$ cat src/hdl/fsfl_pkg.sv
package fsfl_pkg;

  localparam int SLOTS     = 1024;
  localparam int SLOT_W    = 10;
  localparam int COUNT_W   = $clog2(SLOTS + 1);
  localparam int MODE_W    = 2;
  localparam int EBYTES_W  = 13;
  localparam int OFFSET_W  = 22;

  localparam logic [MODE_W-1:0] MODE_ALLOC    = 2'd0;
  localparam logic [MODE_W-1:0] MODE_FREE     = 2'd1;
  localparam logic [MODE_W-1:0] MODE_FREE_ALL = 2'd2;

  localparam logic [EBYTES_W-1:0] EBYTES_RESET = 13'd8;

  // One entry of the free-list link memory.
  typedef struct packed {
    logic              valid;
    logic [SLOT_W-1:0] next;
  } link_t;

  // Decision of the allocator stage, handed to the offset stage.
  typedef struct packed {
    logic [SLOT_W-1:0] slot;
    logic              status;
  } grant_t;

endpackage

$ cat src/hdl/fsfl_rsp_if.sv
interface fsfl_rsp_if;
  import fsfl_pkg::*;

  logic                valid;
  logic                ready;
  logic [SLOT_W-1:0]   slot_out;
  logic [OFFSET_W-1:0] byte_offset;
  logic                status;

  modport source (output valid, output slot_out, output byte_offset, output status,
                  input ready);
  modport sink   (input valid, input slot_out, input byte_offset, input status,
                  output ready);
endinterface

$ cat src/hdl/fsfl_offset_stage.sv
module fsfl_offset_stage (
  input  logic                          clk,
  input  logic                          rst,
  input  logic                          grant_valid,
  input  fsfl_pkg::grant_t              grant,
  output logic                          grant_ready,
  input  logic [fsfl_pkg::EBYTES_W-1:0] element_bytes,
  fsfl_rsp_if.source                    rsp
);
  import fsfl_pkg::*;

  logic [SLOT_W+EBYTES_W-1:0] product;

  assign grant_ready = !rsp.valid || rsp.ready;
  assign product     = grant.slot * element_bytes;

  always_ff @(posedge clk) begin
    if (rst) begin
      rsp.valid <= 1'b0;
    end else if (grant_ready) begin
      rsp.valid <= grant_valid;
    end
  end

  always_ff @(posedge clk) begin
    if (grant_ready) begin
      rsp.slot_out    <= grant.slot;
      rsp.byte_offset <= product[OFFSET_W-1:0];
      rsp.status      <= grant.status;
    end
  end

endmodule

$ cat src/flat_wrapper.sv
// flat-port wrapper written by rule: the top's interface ports become plain ports
module fsfl_offset_stage_flat import fsfl_pkg::*;
  (clk, rst, grant_valid, grant, grant_ready, element_bytes, rsp_valid, rsp_slot_out, rsp_byte_offset, rsp_status, rsp_ready);
  fsfl_rsp_if rsp_i ();
  input  logic clk;
  input  logic rst;
  input  logic grant_valid;
  input  fsfl_pkg::grant_t grant;
  output logic grant_ready;
  input  logic [fsfl_pkg::EBYTES_W-1:0] element_bytes;
  output wire logic [$bits(rsp_i.valid)-1:0] rsp_valid;
  output wire logic [$bits(rsp_i.slot_out)-1:0] rsp_slot_out;
  output wire logic [$bits(rsp_i.byte_offset)-1:0] rsp_byte_offset;
  output wire logic [$bits(rsp_i.status)-1:0] rsp_status;
  input wire logic [$bits(rsp_i.ready)-1:0] rsp_ready;
  assign rsp_valid = rsp_i.valid;
  assign rsp_slot_out = rsp_i.slot_out;
  assign rsp_byte_offset = rsp_i.byte_offset;
  assign rsp_status = rsp_i.status;
  assign rsp_i.ready = rsp_ready;
  fsfl_offset_stage u_core (.clk(clk), .rst(rst), .grant_valid(grant_valid), .grant(grant), .grant_ready(grant_ready), .element_bytes(element_bytes), .rsp(rsp_i));
endmodule
$ cat config.mk
export PLATFORM = sky130hd
export DESIGN_NAME = fsfl_offset_stage_flat
export DESIGN_NICKNAME = d
export VERILOG_FILES = /design/src/hdl/fsfl_pkg.sv /design/src/hdl/fsfl_rsp_if.sv /design/src/hdl/fsfl_offset_stage.sv /design/src/flat_wrapper.sv
export SDC_FILE = /design/constraint.sdc
export NUM_CORES = 1
export LEC_CHECK = 0
export BUFFER_PORTS_ARGS = -buffer_cell sky130_fd_sc_hd__buf_2
export CORE_UTILIZATION = 46
export CTS_CLUSTER_SIZE = 8
export DETAILED_ROUTE_END_ITERATION = 7
export PLACE_DENSITY_LB_ADDON = 0.05
export REMOVE_ABC_BUFFERS = 1
export SLEW_MARGIN = 10
export SYNTH_ARGS = -nofsm -noshare
export SYNTH_HDL_FRONTEND = slang
export SYNTH_SLANG_ARGS = --single-unit
$ cat constraint.sdc
create_clock -name clk -period 9.2 [get_ports clk]
set_input_delay 0.46 -clock clk [delete_from_list [all_inputs] [get_ports clk]]
set_output_delay 0.46 -clock clk [all_outputs]
set_load 0.02 [all_outputs]
==> metrics.cfg <==
[status]
outcome = finished, final reports clean

[global_route]
overflow = 0
groute.usage.overall_pct = 21.5
globalRouteMet3Util_pct = 2.17
grt_pass1_wl_um = 19100
grt_busiest_layer = met2
use_met2_pct = 38.4
met1_usage_pct = 27.2
grt_start_max_net_pins = 36
antenna_found_initial = 0
grt_pass1_vias = 3848

[clock_tree]
cts.repair.resized = 0
cts-root-buf = clkbuf_16
clkLatencyLatePin_ns = 0.28
h-tree-depth = 2
clkSinkCount = 34
cts_buffers = 5
path_clk_slew_ns = 0.06
cts_hold_buf = 0
cts_tree = yes
clockBufferDepth = 2
cts_setup_buffers = 0

[logic_synthesis]
synth-seq-cells = 34
avgSynthCellArea_um2 = 9.92
synth_edf_count = 33
ys_types = 38
yosys_warnings = 0
syn_area_um2 = 5220
syn_inst = 526
synthFlopType = edfxtp_1
synth_seq_area_share_pct = 19.4
async_reset_ff_share_pct = 0

[power_and_ir_drop]
power.total_w = 0.00184
cellLeakagePower_nw = 2.88
p_per_area_nw_per_um2 = 319
ir_worst_vdd_mv = 0.162

[critical_path]
cp.arrival_ns = 5.14
worstPathMaxFanout = 14
critical_path.top_delay_family = adder cells
path_cells = buf_2, nand2_1, fa_1, inv_1, fa_1, inv_1, fa_1, inv_1, fa_1, inv_1, fa_1, inv_1, ha_1, a21oi_1, o22ai_1, nor3_1, o211ai_1, xor2_1
cp-end-kind = register
required_ns = 9.22
cp_slowest_stage_delay_ns = 0.54
startpoint_type = primary input
worst-path-buf-inv = 6
crit_slowest_cell = fa_1
worstSetupPathType = in2reg

[sta]
finalCritPeriodShare_pct = 55.7
max-slew-margin-rel_pct = 39.8
tightest_slew_ns = 0.903
tns_ns = 0
fmax_mhz = 195
rsz0062_at_grt = false
finClkSkew_ns = 0.00249
min_period_ns = 5.12
final_max_slew_viol_count = 0
setup_viol = 0
hold_viol_final = 0

[floorplan]
rows = 38
start_util_pct = 47.7
core_um2 = 10900
die_h_um = 109
die_x_um = 109
die_area_um2 = 11800
io_pins = 63

[placed_design]
place_inst = 707
io_buffers = 62
placed_cell_area_um2 = 5620
place.gp.congestion = 0.887
hpwl_um = 9330

[cells_and_area]
multiInputGateArea_um2 = 3800
n_antenna_cell = 0
final_cell_mix = inv_1, fa_1, and2_1, nand2_1, buf_2
mostFrequentLayoutCell = inv_1
final_area_um2 = 5770
seqCellArea_um2 = 1010
n_fill_cell = 1074
drive_gt1_share_pct = 13.2
area_delta_synth_final_pct = 10.6
nets = 742
fin_util_pct = 52.8
final_cells = 715

[route]
drtIter0Drc = 108
via_count = 3790
drc = 0
drtPass1Iterations = 4
drt-total-wl_um = 11800
ant_nets = 0
wl_per_cell_um = 16.4
vias_per_cell = 5.30

[hold_path]
hold_path_class = in2reg

[flow_run]
max-cap-violations = 0

-- cell usage after synthesis (2+ instances only) --
cell / count / area share (%)
edfxtp_1: 33 / 19
xnor2_1: 13 / 2.2
o21ai_1: 5 / 0.48
fa_1: 85 / 33
nor3_1: 4 / 0.38
a21oi_1: 18 / 1.7
nor2_1: 6 / 0.43
inv_1: 86 / 6.2
a21o_1: 4 / 0.58
o21ai_0: 9 / 0.86
nand3_1: 2 / 0.19
nand2_1: 72 / 5.2
o22ai_1: 2 / 0.24
clkbuf_1: 20 / 1.4
ha_1: 55 / 13
o31ai_1: 2 / 0.29
o21bai_1: 2 / 0.29
a211oi_1: 2 / 0.29
and2_1: 73 / 8.8
nand4_1: 3 / 0.36
o211ai_1: 4 / 0.58
a41oi_1: 2 / 0.34
xor2_1: 9 / 1.5
-- metrics by stage --
stage | hold slack, ns | setup slack, ns
after floorplan | 0.529 | 4.50
after global placement | 0.612 | 3.84
after detailed placement | 0.619 | 3.81
after CTS | 0.321 | 4.10
after global routing | 0.335 | 3.87
final | 0.327 | 4.08
-- registers in the layout, summed over array words and instances, names as in the netlist --
name,count
u_core.rsp.slot_out,10
u_core.rsp.byte_offset,22
u_core.rsp.status,1
u_core.rsp.valid,1
-- per-layer routing --
metal | share of wire, % | vias up
met5 | 0 | -
met4 | 2.1 | 0
met3 | 3.6 | 17
met2 | 53 | 68
met1 | 41 | 1951
li1 | - | 1754
-- power breakdown --
part | total, W | internal, W | switching, W
Sequential | 0.000297 | 0.000287 | 0.0000103
Combinational | 0.00137 | 0.000544 | 0.000825
Clock | 0.000174 | 0.000107 | 0.0000672
Total | 0.00184 | 0.000938 | 0.000902
-- logic make-up after synthesis --
kind of cell / share of synthesized area [%]
flip-flops: 19.4
adder cells (fa/ha/maj): 45.8
multiplexers: 0.192
XOR/XNOR: 3.69
AND/OR/NAND/NOR: 16.3
AO/OA/AOI/OAI: 6.79
buffers and inverters: 7.84
-- final cells by class --
cell class / instances / area share, %
Multi-Input combinational cell: 385 / 65.8
Inverter: 86 / 5.59
Sequential cell: 34 / 17.5
Clock buffer: 6 / 2.41
Timing Repair Buffer: 62 / 5.38
Clock inverter: 2 / 0.217
Tap cell: 140 / 3.04
-- path summary, 6_finish.rpt --
| check | start | to | slack (ns) | depth (start not counted) |
|---|---|---|---|---|
| setup reg to reg | u_core.rsp.valid$_SDFFE_PP0P_ | u_core.rsp.slot_out[0]$_DFFE_PP_ | 7.87 | 1 |
| setup / recovery | grant[2] | u_core.rsp.byte_offset[19]$_DFFE_PP_ | 4.08 | 18 |
| hold / removal | rst | u_core.rsp.valid$_SDFFE_PP0P_ | 0.33 | 2 |
| hold reg to reg | u_core.rsp.valid$_SDFFE_PP0P_ | u_core.rsp.valid$_SDFFE_PP0P_ | 1.13 | 2 |
Power figures use the tool's default switching activity.
